<file path="src/vnhs_pkg.sv">
`timescale 1ns / 1ps
// ----------------------------------------------------------------------------
// vnhs_pkg: shared types and codes of the vacuum/nitrogen/heat sequencer
// Phase and subphase codes, the sequencer state record, the configuration
// record and the result record passed between the modules.
// ----------------------------------------------------------------------------
package vnhs_pkg;

    localparam int TIME_BITS   = 20;
    localparam int SETTLE_BITS = 8;
    localparam int PHASE_BITS  = 3;
    localparam int SUB_BITS    = 2;
    localparam int CFG_IDX_BITS  = 2;
    localparam int CFG_DATA_BITS = TIME_BITS;

    // configuration register indexes
    localparam logic [CFG_IDX_BITS-1:0] CFG_PROCESS_SECONDS  = 2'd0;
    localparam logic [CFG_IDX_BITS-1:0] CFG_NITROGEN_SECONDS = 2'd1;
    localparam logic [CFG_IDX_BITS-1:0] CFG_HEATING_SECONDS  = 2'd2;
    localparam logic [CFG_IDX_BITS-1:0] CFG_SETTLE_TICKS     = 2'd3;

    localparam logic [SETTLE_BITS-1:0] SETTLE_RESET = 8'd5;

    // main phases
    localparam logic [PHASE_BITS-1:0] PH_IDLE    = 3'd0;
    localparam logic [PHASE_BITS-1:0] PH_OPEN    = 3'd1;
    localparam logic [PHASE_BITS-1:0] PH_SETTLE  = 3'd2;
    localparam logic [PHASE_BITS-1:0] PH_WAITVAC = 3'd3;
    localparam logic [PHASE_BITS-1:0] PH_RUN     = 3'd4;
    localparam logic [PHASE_BITS-1:0] PH_DONE    = 3'd5;
    localparam logic [PHASE_BITS-1:0] PH_STOP    = 3'd6;
    localparam logic [PHASE_BITS-1:0] PH_HFAIL   = 3'd7;

    // run subphases
    localparam logic [SUB_BITS-1:0] SUB_VACUUM   = 2'd0;
    localparam logic [SUB_BITS-1:0] SUB_SWITCH   = 2'd1;
    localparam logic [SUB_BITS-1:0] SUB_NITROGEN = 2'd2;
    localparam logic [SUB_BITS-1:0] SUB_FINISHED = 2'd3;

    // item command
    localparam logic CMD_SCAN = 1'b0;
    localparam logic CMD_TICK = 1'b1;

    typedef struct packed {
        logic [TIME_BITS-1:0]   process_seconds;
        logic [TIME_BITS-1:0]   nitrogen_seconds;
        logic [TIME_BITS-1:0]   heating_seconds;
        logic [SETTLE_BITS-1:0] settle_ticks;
    } cfg_t;

    typedef struct packed {
        logic [PHASE_BITS-1:0]  phase;
        logic [PHASE_BITS-1:0]  saved_phase;
        logic [SUB_BITS-1:0]    subphase;
        logic                   vac_drive;
        logic                   nitrogen_valve;
        logic                   heater;
        logic                   start_pending;
        logic                   process_tick_en;
        logic                   heating_tick_en;
        logic [SETTLE_BITS-1:0] settle_count;
        logic [TIME_BITS-1:0]   process_remaining;
        logic [TIME_BITS-1:0]   heating_remaining;
        logic                   last_start;
        logic                   last_stop;
    } seq_state_t;

    typedef struct packed {
        logic                  vacuum_valve_open;
        logic                  nitrogen_valve_open;
        logic                  heater_on;
        logic [PHASE_BITS-1:0] main_phase;
        logic [SUB_BITS-1:0]   run_subphase;
        logic [TIME_BITS-1:0]  process_left;
        logic [TIME_BITS-1:0]  heating_left;
        logic                  active;
    } result_t;

endpackage

</file>
<file path="src/vnhs_step.sv">
`timescale 1ns / 1ps
// ----------------------------------------------------------------------------
// vnhs_step: next-state logic of the sequencer
// Applies one scan or tick item to the current state and forms the result
// that reports the state after the item.
// ----------------------------------------------------------------------------
module vnhs_step
    import vnhs_pkg::*;
(
    input  seq_state_t st,
    input  cfg_t       cfg,
    input  logic       cmd,
    input  logic       start_button,
    input  logic       stop_button,
    input  logic       vacuum_ok,
    input  logic       heater_fault,
    output seq_state_t nx,
    output result_t    res
);

    always_comb begin
        nx = st;
        if (cmd == CMD_TICK) begin
            if (st.process_tick_en && (st.process_remaining != '0)) begin
                nx.process_remaining = st.process_remaining - 1'b1;
            end
            if (st.heating_tick_en && (st.heating_remaining != '0)) begin
                nx.heating_remaining = st.heating_remaining - 1'b1;
            end
            if (st.settle_count != '0) begin
                nx.settle_count = st.settle_count - 1'b1;
            end
        end else begin
            if (start_button && !st.last_start) begin
                nx.start_pending = 1'b1;
            end
            nx.last_start = start_button;
            if (stop_button && !st.last_stop) begin
                nx.phase = PH_STOP;
            end
            nx.last_stop = stop_button;

            // fault entry comes after the stop edge, so a stop is saved and resumed
            if (heater_fault && (nx.phase != PH_IDLE)) begin
                if (nx.phase != PH_HFAIL) begin
                    nx.saved_phase = nx.phase;
                end
                nx.phase           = PH_HFAIL;
                nx.process_tick_en = 1'b0;
                nx.heating_tick_en = 1'b0;
            end

            unique case (nx.phase)
                PH_IDLE: begin
                    if (nx.start_pending) begin
                        nx.phase = PH_OPEN;
                    end else begin
                        nx.vac_drive      = 1'b0;
                        nx.nitrogen_valve = 1'b0;
                        nx.heater         = 1'b0;
                    end
                end
                PH_OPEN: begin
                    nx.vac_drive    = 1'b1;
                    nx.settle_count = cfg.settle_ticks;
                    nx.phase        = PH_SETTLE;
                end
                PH_SETTLE: begin
                    if (nx.settle_count == '0) begin
                        nx.phase = PH_WAITVAC;
                    end
                end
                PH_WAITVAC: begin
                    if (vacuum_ok) begin
                        nx.start_pending   = 1'b0;
                        nx.phase           = PH_RUN;
                        nx.subphase        = SUB_VACUUM;
                        nx.heater          = 1'b1;
                        nx.process_tick_en = 1'b1;
                        nx.heating_tick_en = 1'b1;
                    end
                end
                PH_RUN: begin
                    unique case (nx.subphase)
                        SUB_VACUUM: begin
                            if (nx.process_remaining <= cfg.nitrogen_seconds) begin
                                nx.vac_drive = 1'b0;
                                nx.subphase  = SUB_SWITCH;
                            end
                        end
                        SUB_SWITCH: begin
                            nx.nitrogen_valve = 1'b1;
                            nx.subphase       = SUB_NITROGEN;
                        end
                        SUB_NITROGEN: begin
                            if (nx.process_remaining == '0) begin
                                nx.process_tick_en   = 1'b0;
                                nx.nitrogen_valve    = 1'b0;
                                nx.process_remaining = cfg.process_seconds;
                                nx.heating_remaining = cfg.heating_seconds;
                                nx.subphase          = SUB_FINISHED;
                                nx.phase             = PH_DONE;
                            end
                        end
                        SUB_FINISHED: begin
                        end
                    endcase
                    // heating check uses the timer after a possible reload
                    if (nx.heating_remaining == '0) begin
                        nx.heating_tick_en = 1'b0;
                        nx.heater          = 1'b0;
                    end
                end
                PH_DONE: begin
                end
                PH_STOP: begin
                    nx.start_pending     = 1'b0;
                    nx.vac_drive         = 1'b0;
                    nx.nitrogen_valve    = 1'b0;
                    nx.heater            = 1'b0;
                    nx.process_tick_en   = 1'b0;
                    nx.heating_tick_en   = 1'b0;
                    nx.process_remaining = cfg.process_seconds;
                    nx.heating_remaining = cfg.heating_seconds;
                    nx.subphase          = SUB_FINISHED;
                    nx.phase             = PH_IDLE;
                end
                PH_HFAIL: begin
                    if (!heater_fault) begin
                        nx.phase           = nx.saved_phase;
                        nx.process_tick_en = 1'b1;
                        nx.heating_tick_en = 1'b1;
                    end
                end
            endcase
        end
    end

    always_comb begin
        res.vacuum_valve_open   = nx.vac_drive;
        res.nitrogen_valve_open = nx.nitrogen_valve;
        res.heater_on           = nx.heater;
        res.main_phase          = nx.phase;
        res.run_subphase        = nx.subphase;
        res.process_left        = nx.process_remaining;
        res.heating_left        = nx.heating_remaining;
        res.active              = (nx.phase != PH_IDLE);
    end

endmodule

</file>
<file path="src/vnhs_obuf.sv">
`timescale 1ns / 1ps
// ----------------------------------------------------------------------------
// vnhs_obuf: result register with skid stage
// Holds result beats for the output channel; takes a new beat while the
// current one is stalled, so the input side never waits on a single stall.
// ----------------------------------------------------------------------------
module vnhs_obuf
    import vnhs_pkg::*;
(
    input  logic    aclk,
    input  logic    aresetn,
    input  logic    push,
    input  result_t push_data,
    output logic    push_ready,
    output logic    out_valid,
    input  logic    out_ready,
    output result_t out_data
);

    logic    out_valid_reg;
    logic    skid_valid_reg;
    result_t out_data_reg;
    result_t skid_data_reg;

    assign push_ready = !skid_valid_reg;
    assign out_valid  = out_valid_reg;
    assign out_data   = out_data_reg;

    always_ff @(posedge aclk) begin
        if (!aresetn) begin
            out_valid_reg  <= 1'b0;
            skid_valid_reg <= 1'b0;
        end else if (!out_valid_reg || out_ready) begin
            // output slot frees up: drain skid first, else take the new beat
            if (skid_valid_reg) begin
                out_valid_reg  <= 1'b1;
                skid_valid_reg <= 1'b0;
            end else begin
                out_valid_reg  <= push;
            end
        end else if (push) begin
            skid_valid_reg <= 1'b1;
        end
    end

    always_ff @(posedge aclk) begin
        if (!out_valid_reg || out_ready) begin
            out_data_reg <= skid_valid_reg ? skid_data_reg : push_data;
        end else if (push) begin
            skid_data_reg <= push_data;
        end
    end

endmodule

</file>
<file path="src/vacuum_nitrogen_heat_sequencer.sv">
`timescale 1ns / 1ps
// ----------------------------------------------------------------------------
// vacuum_nitrogen_heat_sequencer: fixture process sequencer
// Steps one fixture through vacuum, nitrogen and heating and drives the
// vacuum valve, the nitrogen valve and the heater.
// ----------------------------------------------------------------------------
// Each accepted beat is either a scan (cmd 0: button edges, heater fault,
// phase step) or a one-second tick (cmd 1: timer countdown) and yields one
// result beat with the drives, phase and timers after that item. The step
// is combinational logic from the state registers into the result
// register, so one beat is taken per clock while s_ready is high; a skid
// stage behind the result register takes one more beat while the output
// stalls, and s_ready drops only while both result slots are full.
// Configuration writes take effect at once and do not reload the timers;
// write them only while the block is idle.
// ----------------------------------------------------------------------------
module vacuum_nitrogen_heat_sequencer
    import vnhs_pkg::*;
(
    input  logic                     aclk,
    input  logic                     aresetn,
    // configuration
    input  logic                     cfg_wr_en,
    input  logic [CFG_IDX_BITS-1:0]  cfg_index,
    input  logic [CFG_DATA_BITS-1:0] cfg_wdata,
    // input channel
    input  logic                     s_valid,
    output logic                     s_ready,
    input  logic                     s_cmd,
    input  logic                     s_start_button,
    input  logic                     s_stop_button,
    input  logic                     s_vacuum_ok,
    input  logic                     s_heater_fault,
    // result channel
    output logic                     m_valid,
    input  logic                     m_ready,
    output logic                     m_vacuum_valve_open,
    output logic                     m_nitrogen_valve_open,
    output logic                     m_heater_on,
    output logic [PHASE_BITS-1:0]    m_main_phase,
    output logic [SUB_BITS-1:0]      m_run_subphase,
    output logic [TIME_BITS-1:0]     m_process_left,
    output logic [TIME_BITS-1:0]     m_heating_left,
    output logic                     m_active
);

    cfg_t       cfg_reg;
    seq_state_t state_reg;
    seq_state_t state_next;
    result_t    step_res;
    result_t    out_res;
    logic       accept;

    assign accept = s_valid && s_ready;

    always_ff @(posedge aclk) begin
        if (!aresetn) begin
            cfg_reg.process_seconds  <= '0;
            cfg_reg.nitrogen_seconds <= '0;
            cfg_reg.heating_seconds  <= '0;
            cfg_reg.settle_ticks     <= SETTLE_RESET;
        end else if (cfg_wr_en) begin
            unique case (cfg_index)
                CFG_PROCESS_SECONDS:  cfg_reg.process_seconds  <= cfg_wdata;
                CFG_NITROGEN_SECONDS: cfg_reg.nitrogen_seconds <= cfg_wdata;
                CFG_HEATING_SECONDS:  cfg_reg.heating_seconds  <= cfg_wdata;
                CFG_SETTLE_TICKS:     cfg_reg.settle_ticks     <= cfg_wdata[SETTLE_BITS-1:0];
            endcase
        end
    end

    vnhs_step u_step (
        .st           (state_reg),
        .cfg          (cfg_reg),
        .cmd          (s_cmd),
        .start_button (s_start_button),
        .stop_button  (s_stop_button),
        .vacuum_ok    (s_vacuum_ok),
        .heater_fault (s_heater_fault),
        .nx           (state_next),
        .res          (step_res)
    );

    // timers reset to the (reset) register values, which are zero
    always_ff @(posedge aclk) begin
        if (!aresetn) begin
            state_reg <= '{
                phase:             PH_IDLE,
                saved_phase:       PH_IDLE,
                subphase:          SUB_VACUUM,
                vac_drive:         1'b0,
                nitrogen_valve:    1'b0,
                heater:            1'b0,
                start_pending:     1'b0,
                process_tick_en:   1'b0,
                heating_tick_en:   1'b0,
                settle_count:      '0,
                process_remaining: '0,
                heating_remaining: '0,
                last_start:        1'b0,
                last_stop:         1'b0
            };
        end else if (accept) begin
            state_reg <= state_next;
        end
    end

    vnhs_obuf u_obuf (
        .aclk       (aclk),
        .aresetn    (aresetn),
        .push       (accept),
        .push_data  (step_res),
        .push_ready (s_ready),
        .out_valid  (m_valid),
        .out_ready  (m_ready),
        .out_data   (out_res)
    );

    assign m_vacuum_valve_open   = out_res.vacuum_valve_open;
    assign m_nitrogen_valve_open = out_res.nitrogen_valve_open;
    assign m_heater_on           = out_res.heater_on;
    assign m_main_phase          = out_res.main_phase;
    assign m_run_subphase        = out_res.run_subphase;
    assign m_process_left        = out_res.process_left;
    assign m_heating_left        = out_res.heating_left;
    assign m_active              = out_res.active;

    // state moves only on an accepted beat
    a_state_holds: assert property (@(posedge aclk) disable iff (!aresetn)
        !accept |=> $stable(state_reg))
        else $error("sequencer state changed without an accepted beat");

    // a scan with a heater fault outside idle lands in heater fail
    a_fault_entry: assert property (@(posedge aclk) disable iff (!aresetn)
        (accept && (s_cmd == CMD_SCAN) && s_heater_fault
            && (state_reg.phase != PH_IDLE))
        |=> (state_reg.phase == PH_HFAIL))
        else $error("heater fault did not enter heater fail");

    // timers stay frozen while in heater fail
    a_fail_no_ticks: assert property (@(posedge aclk) disable iff (!aresetn)
        (state_reg.phase == PH_HFAIL)
        |-> (!state_reg.process_tick_en && !state_reg.heating_tick_en))
        else $error("tick enable set during heater fail");

    // the reported phase matches the state after the step
    a_result_phase: assert property (@(posedge aclk) disable iff (!aresetn)
        (accept && !m_valid) |=> (m_valid && (m_main_phase == state_reg.phase)))
        else $error("result phase does not match sequencer state");

endmodule

</file>
<file path="config.mk">
export PLATFORM = sky130hd
export DESIGN_NAME = vacuum_nitrogen_heat_sequencer
export DESIGN_NICKNAME = d
export VERILOG_FILES = /design/src/vnhs_pkg.sv /design/src/vnhs_step.sv /design/src/vnhs_obuf.sv /design/src/vacuum_nitrogen_heat_sequencer.sv
export SDC_FILE = /design/constraint.sdc
export NUM_CORES = 1
export LEC_CHECK = 0
export BUFFER_PORTS_ARGS = -buffer_cell sky130_fd_sc_hd__buf_4
export CORE_ASPECT_RATIO = 1.4
export CORE_MARGIN = 1
export CORE_UTILIZATION = 45
export DETAILED_ROUTE_END_ITERATION = 16
export GPL_ROUTABILITY_DRIVEN = 0
export SLEW_MARGIN = 20
export SYNTH_ARGS = -nofsm -noshare
export SYNTH_HDL_FRONTEND = slang
export SYNTH_HIERARCHICAL = 1
export SYNTH_SLANG_ARGS = --single-unit
</file>
<file path="constraint.sdc">
create_clock -name aclk -period 7.1 [get_ports aclk]
set_clock_uncertainty 0.05 [all_clocks]
set_input_delay 0.71 -clock aclk [delete_from_list [all_inputs] [get_ports aclk]]
set_output_delay 0.71 -clock aclk [all_outputs]
set_load 0.02 [all_outputs]
</file>
# Word-level counts from Yosys, hierarchy flattened
# Cells that the tools add are included.
# Widths: inputs -> output; s select.
[op_classes]
add_sub_neg = 3
magnitude_cmp = 1
n_eq_ne = 13
muxes = 48
n_bitwise = 3
n_reduce_logical = 31
[op_table]
columns = ["cell", "n"]
rows = [
  ["$mux 40", 4],
  ["$pmux 40 s2", 1],
  ["$mux 49", 1],
  ["$mux 48", 1],
  ["$logic_not 20->1", 2],
  ["$mux 20", 2],
  ["$reduce_bool 20->1", 2],
  ["$sub 20x1->20 const B", 2],
  ["$mux 3", 11],
  ["$pmux 3 s7", 1],
  ["$le 20x20->1", 1],
  ["$mux 8", 2],
  ["$mux 14", 1],
  ["$mux 6", 2],
  ["$pmux 2 s3", 2],
  ["$reduce_and 2->1", 6],
  ["$eq 3x3->1 const B", 3],
  ["$mux 1", 9],
  ["$logic_not 8->1", 1],
  ["$mux 2", 4],
  ["$pmux 1 s4", 2],
  ["$pmux 2 s4", 1],
  ["$reduce_bool 8->1", 1],
  ["$sub 8x1->8 const B", 1],
  ["19 further kinds", 36],
]
[totals]
reg_bits = 232

# Longest topological paths before layout
# Gate-level depths: netlist of the first run.
[logic_depth]
ltp_word = 17
depth_mapped = 12

# Hierarchy
# The synthesis of the first run kept the hierarchy.
[by_module_without_submodules]
columns = ["mod", "n_inst", "cells_per_inst", "area_per_inst_um2", "seq_area_each_um2"]
rows = [
  ["vacuum_nitrogen_heat_sequencer", 1, 539, 5297.6, 2642.5],
  ["vnhs_step", 1, 597, 3882.5, 0.0],
  ["vnhs_obuf", 1, 162, 3870.0, 2982.9],
]

# Least setup slack after synthesis of the first run
# OpenSTA, ideal clock, no wires.
[synth_path]
path_kind = "input to register"
startpoint = "in m_ready"
endpoint = "reg u_obuf/skid_data_reg[0] (netlist bit) (enable)"
t_arrival_ns = 4.164
required_time_ns = 6.594
setup_slack_ns = 2.431
path_stages = 2
path_buffers = 0
cell_sequence = "nand2b_1 nor2_1"
[synth_between]
elab_chain_cells = 3
[synth_lines]
columns = ["item", "line", "text"]
rows = [
  ["start: declaration", "vacuum_nitrogen_heat_sequencer.sv:36", "input logic m_ready,"],
  ["$logic_or 1x1->1", "vnhs_obuf.sv:47", "if (!out_valid_reg || out_ready) begin"],
  ["$not 1->1 (no source line)", "--", ""],
  ["$reduce_and 2->1 (no source line)", "--", ""],
  ["end signal: assignment", "vnhs_obuf.sv:50", "skid_data_reg <= push_data;"],
  ["end: declaration", "vnhs_obuf.sv:23", "result_t skid_data_reg;"],
]
# Every way passes these cells.
# A chain may end at the register's enable or synchronous reset.

==> results.json, run 1 <==
{
  "outcome": "finished clean",
  "multi_input_area_mm2": 0.00641,
  "critPathMaxStageDelay_ps": 1020,
  "htreeDepth": 1,
  "place.port_buffers": 82,
  "grt_max_degree": 130,
  "dr.pass1.iters": 5,
  "drc": 0,
  "async_reset_ff_share_pct": 0,
  "final_max_slew_viol_count": 0,
  "finalSetupTns_ps": 0,
  "synth_enable_flop_cells": 98,
  "dieArea_mm2": 0.0297,
  "synth_area_leaders": "edfxtp_1, dfxtp_1, mux2i_1",
  "hold_path.class": "reg -> reg",
  "root_buffer": "clkbuf_16",
  "grt_usage_pct": 21.7,
  "worstSkewPairLatency_ps": 530,
  "grt_overflow": 0,
  "dpl.hpwl_um": 21400,
  "pwr_density_cell_mw_per_mm2": 234,
  "crit_path_start_kind": "flop",
  "crit_path_start": "state_reg[63]$_SDFFE_PN0P_",
  "antenna_found_initial": 0,
  "hold_viol_final": 0,
  "grt_first_pass_wirelength_um": 51200,
  "place_ws_ps": 3180,
  "syn_inst": 1298,
  "synth_nets": 1359,
  "cap_violations": 0,
  "fmax_mhz": 260,
  "cpMaxStageDelayCell": "a41o_1",
  "start_util_pct": 45.8,
  "yosysWarningCount": 6,
  "path_class": "reg -> reg",
  "cts_sinks": 232,
  "first_global_vias": 9181,
  "detail-route-antenna-nets": 0,
  "fin_nets": 1336,
  "synth_cell_types": 72,
  "core.rowCount": 73,
  "cts_tree": "done",
  "die_x_um": 146,
  "cts_hold_buf": 0,
  "coreArea_mm2": 0.0285,
  "ctsResizeCount": 0,
  "fin_crit_sh_pct": 54.1,
  "wl_um": 32000,
  "setup_viol": 0,
  "crit_chain": "nand2b_1, nor4_2, a41o_1, nand2_1, nand3_1, o211ai_1, mux2_4",
  "ys_seq_area_share_pct": 43.1,
  "yosys.area.top_type": "edfxtp_1",
  "irDropWorstVdd_v": 0.000144,
  "ys_seq_elements": 232,
  "syn_avg_cell_area_um2": 10.1,
  "rsz0062_at_grt": "no",
  "wire_per_inst_um": 19.2,
  "diodes": 0,
  "largest_reg_flops": 68,
  "syn_area_mm2": 0.0131,
  "synthTopCellsByCount": "nand2_1, dfxtp_1, edfxtp_1",
  "netlist.area_leader.share_pct": 22.6,
  "n_fill_cell": 2705,
  "hold_path_startpoint": "cfg_reg[44]$_SDFFE_PN0P_",
  "tightest_slew_ps": 1100,
  "cellLeakagePower_nw": 5.67,
  "synthFlopType": "dfxtp_1",
  "crit_buf_inv": 0,
  "cts_setup_buffers": 0,
  "routed_via_density": 5.73,
  "ff_latch_area_mm2": 0.00563,
  "relSlewSlack_pct": 26.6,
  "pin_count": 83,
  "clk_path_buf_depth": 3,
  "clkSlewWorstSetupHoldPaths_ps": 70,
  "layout_setup_ws_ps": 3260,
  "arrival_ps": 4080,
  "yosysMostFrequentCell": "nand2_1",
  "min_period_ps": 3840,
  "cp_max_fo": 24,
  "syn_to_final_growth_pct": 8.68,
  "reg2reg_from": "state_reg[63]$_SDFFE_PN0P_",
  "num_vias": 9554,
  "cp_top_family": "simple AND/OR/NAND/NOR gates",
  "dr.first_iter.drc_count": 782,
  "cts_buffers": 24,
  "endpoint_kind": "flop",
  "die_y_um": 203,
  "drive_gt1_share_pct": 16.4,
  "critPathRequiredTime_ps": 7330,
  "post-route-util_pct": 49.8
}
power breakdown:
| group | total (mW) | switching (mW) | internal (mW) |
|---|---|---|---|
| sequential | 1.52 | 0.0548 | 1.46 |
| combinational | 0.512 | 0.298 | 0.214 |
| clock | 1.29 | 0.530 | 0.763 |
| total | 3.32 | 0.882 | 2.44 |
layout make-up:
class	instances	share of cell area, %
clock buffers	34	4.94
well taps	375	3.31
clock inverters	10	0.768
inverters	35	0.926
flip-flops and latches	232	39.7
multi-input cells	887	45.2
repair buffers	95	5.17
cell usage in the layout (no fill, tap or decap), drive strengths merged, types with 4 or more instances in the layout:
cell type  synthesis  layout
nor3              38      38
xnor2             15      15
a211oi             8       8
clkbuf            55      34
a21oi             54      54
nor2              38      38
o211ai             8       8
nor4              18      18
clkinv             0       4
o21ai             20      20
a221oi            16      16
nor4b              4       4
xor2              18      18
edfxtp            98      98
or3                9       9
a22oi              4       4
inv               35      36
a21o               6       6
nand2            136     136
nand2b             9       9
o21a              64      64
ha                29      29
nand4b             4       4
o221ai             7       7
nand3b             6       6
nor2b              9       9
nand3             29      29
and2               4       4
a21boi            69      69
and3              75      75
dfxtp            134     134
mux2i             75      75
buf               89      95
mux2              52      52
o31ai              6       6
o22ai             19      19
nand4              8       8
metrics by stage:
| step | power, mW | instance area [um^2] | hold slack, ps | instances |
|---|---|---|---|---|
| final | 3.32 | 14200 | 405 | 1668 |
| after global routing | 3.46 | 14200 | 429 | 1668 |
| after CTS | 3.36 | 14200 | 408 | 1667 |
| after detailed placement | 2.06 | 13300 | 397 | 1623 |
| after global placement | 2.05 | 13300 | 394 | 1623 |
| after floorplan | 1.93 | 13100 | 385 | 1298 |
per-layer routing:
layer / global-route usage, % / up-vias / share of wire, % / wire length (um)
li1: - / 4641 / - / -
met1: 27.1 / 4600 / 43 / 13800
met2: 38.1 / 252 / 49 / 15800
met3: 2.62 / 61 / 4.2 / 1350
met4: 8.57 / 0 / 3.3 / 1070
met5: 0 / - / 0 / 0
logic make-up (layout without fill, tap and decap cells):
| kind of cell | after synthesis | in the layout | synth area share [%] |
|---|---|---|---|
| simple gates | 396 | 396 | 16.1 |
| buf+inv | 179 | 174 | 7.90 |
| flops | 232 | 232 | 43.1 |
| fa+ha+maj | 29 | 29 | 2.78 |
| mux | 127 | 127 | 11.6 |
| xor+xnor | 33 | 33 | 2.21 |
| compound gates | 302 | 302 | 16.3 |
worst register-to-register path, delay by kind of cell, from the launching register on:
kind            cells  cell delay (ps)
simple gates        4             1320
compound gates      2             1160
flops               1              790
mux                 1              290
final timing paths:
path	to	slack (ps)	cells past startpoint
max	u_obuf/out_data[22]$_DFFE_PP_	3260	7
min	cfg_reg[44]$_SDFFE_PN0P_	410	2
max reg2reg	u_obuf/out_data[22]$_DFFE_PP_	3260	7
min reg2reg	cfg_reg[44]$_SDFFE_PN0P_	410	2
(Power assumes the default switching activity.)
==> run 2: changes to the inputs <==
Clock period 7.1 ns to 3.6 ns, I/O delays scaled along.
==> results.json, run 2 (synthesized netlist as in run 1, its figures left out) <==
{
  "outcome": "finished clean",
  "die_x_um": 146,
  "cp_top_family": "simple AND/OR/NAND/NOR gates",
  "cpMaxStageDelayCell": "and3_1",
  "dr.pass1.iters": 5,
  "cp_common_cell": "and3_1",
  "met2_length_um": 16500,
  "dpl.hpwl_um": 22100,
  "finalSetupTns_ps": 0,
  "path_class": "reg -> reg",
  "cts_setup_buffers": 0,
  "grt_overflow": 0,
  "antenna_found_initial": 0,
  "num_vias": 9627,
  "crit_chain": "inv_1, ha_1, nor2b_1, and3_1, and3_1, nand3_2, o221ai_1, a21oi_1, mux2_4",
  "drive_gt1_share_pct": 17.2,
  "grt_max_degree": 130,
  "crit_buf_inv": 1,
  "drc": 0,
  "start_util_pct": 45.8,
  "whs_ps": 90.4,
  "grt_usage_pct": 22.1,
  "fin_crit_sh_pct": 89.7,
  "cts_hold_buf": 0,
  "wl_um": 32800,
  "drt-met1-wl_um": 14200,
  "tightest_slew_ps": 938,
  "cap_violations": 0,
  "dieArea_mm2": 0.0297,
  "cts_tree": "done",
  "diodes": 0,
  "dr.first_iter.drc_count": 565,
  "stdcell_count": 1679,
  "detail-route-antenna-nets": 0,
  "final_max_slew_viol_count": 0,
  "routed_via_density": 5.73,
  "pwr_density_cell_mw_per_mm2": 452,
  "min_period_ps": 3230,
  "layout_common_cells": "nand2_1, dfxtp_1, buf_4, edfxtp_1",
  "dp.cells": 1637,
  "cts_buffers": 24,
  "grt_first_pass_wirelength_um": 52300,
  "first_global_vias": 9554,
  "dr_wl_met3_um": 1110,
  "r2r_cells": 9,
  "clk_path_buf_depth": 3,
  "cts_sinks": 232,
  "power_mw": 6.42,
  "clkSlewWorstSetupHoldPaths_ps": 60,
  "root_buffer": "clkbuf_16",
  "setup_viol": 0,
  "worstSkewPairLatency_ps": 530,
  "arrival_ps": 3450,
  "irDropWorstVdd_v": 0.000343,
  "die_y_um": 203,
  "path_depth": 9,
  "wire_per_inst_um": 19.5,
  "core.rowCount": 73,
  "fmax_mhz": 310,
  "cellLeakagePower_nw": 5.70,
  "hold_path.class": "in -> reg",
  "coreArea_mm2": 0.0285,
  "hold_viol_final": 0,
  "final_common_cell": "nand2_1",
  "critPathRequiredTime_ps": 3820,
  "min_path_cells": 3,
  "pin_count": 83,
  "critPathMaxStageDelay_ps": 500,
  "crit_path_start_kind": "flop",
  "routed.top_layer": "met4",
  "cp_max_fo": 11,
  "ctsResizeCount": 0,
  "rsz0062_at_grt": "no",
  "dpl_cell_area_mm2": 0.0135,
  "postLayoutCellArea_mm2": 0.0142,
  "syn_to_final_growth_pct": 8.81,
  "place.port_buffers": 82,
  "relSlewSlack_pct": 37.0,
  "largest_reg_flops": 68,
  "fin_nets": 1349,
  "htreeDepth": 1,
  "endpoint_kind": "flop"
}
## run 2: cell count changes in the layout (fill, tap and decap cells not counted)
cell	previous run	this run
clkinv_2	4	6
buf_6	0	1
clkbuf_8	2	4
clkbuf_1	6	5
buf_16	1	0
clkinv_4	0	1
buf_4	94	107
inv_4	1	0
bufinv_16	2	0
clkinvlp_4	3	1
clkbuf_16	26	25
## run 2: path summary, 6_finish.rpt
kind | from | endpoint | slack [ps]
max | state_reg[22]$_SDFFE_PN0P_ | u_obuf/out_data[9]$_DFFE_PP_ | 370
min | cfg_wdata[2] | cfg_reg[2]$_SDFFE_PN1P_ | 90
max reg2reg | state_reg[22]$_SDFFE_PN0P_ | u_obuf/out_data[9]$_DFFE_PP_ | 370
min reg2reg | cfg_reg[35]$_SDFFE_PN0P_ | cfg_reg[35]$_SDFFE_PN0P_ | 410
## run 2: area by class of cell
cell class | count | area [um^2]
fill | 2714 | 14300
multi-input combinational | 887 | 6410
sequential | 232 | 5630
timing repair buffer | 108 | 815
clock buffer | 34 | 699
tap | 375 | 469
inverter | 35 | 131
clock inverter | 8 | 46.3
## run 2: tightest hold or removal path, cell delays in order
cell	delay (ps)
buf_4	80
nand4_1	80
o211ai_1	100
## run 2: through the flow
step                util, %  setup slack, ps
finish                 49.8              371
floorplan                 -              623
CTS                    49.8              400
detailed placement     47.2              412
global placement       47.2              538
global route           49.8              157
## run 2: routing by layer
metal	vias to the layer above	track usage [%]
li1	4677	-
met1	4683	27.5
met2	211	39.9
met3	56	2.04
met4	0	7.93
met5	-	0
## run 2: power by group
group	internal, mW	switching [mW]	leakage [nW]	total, mW
logic	0.433	0.594	3.24	1.03
registers	2.89	0.0982	2.10	2.99
clock network	1.35	1.05	0.370	2.40
total	4.67	1.74	5.70	6.42
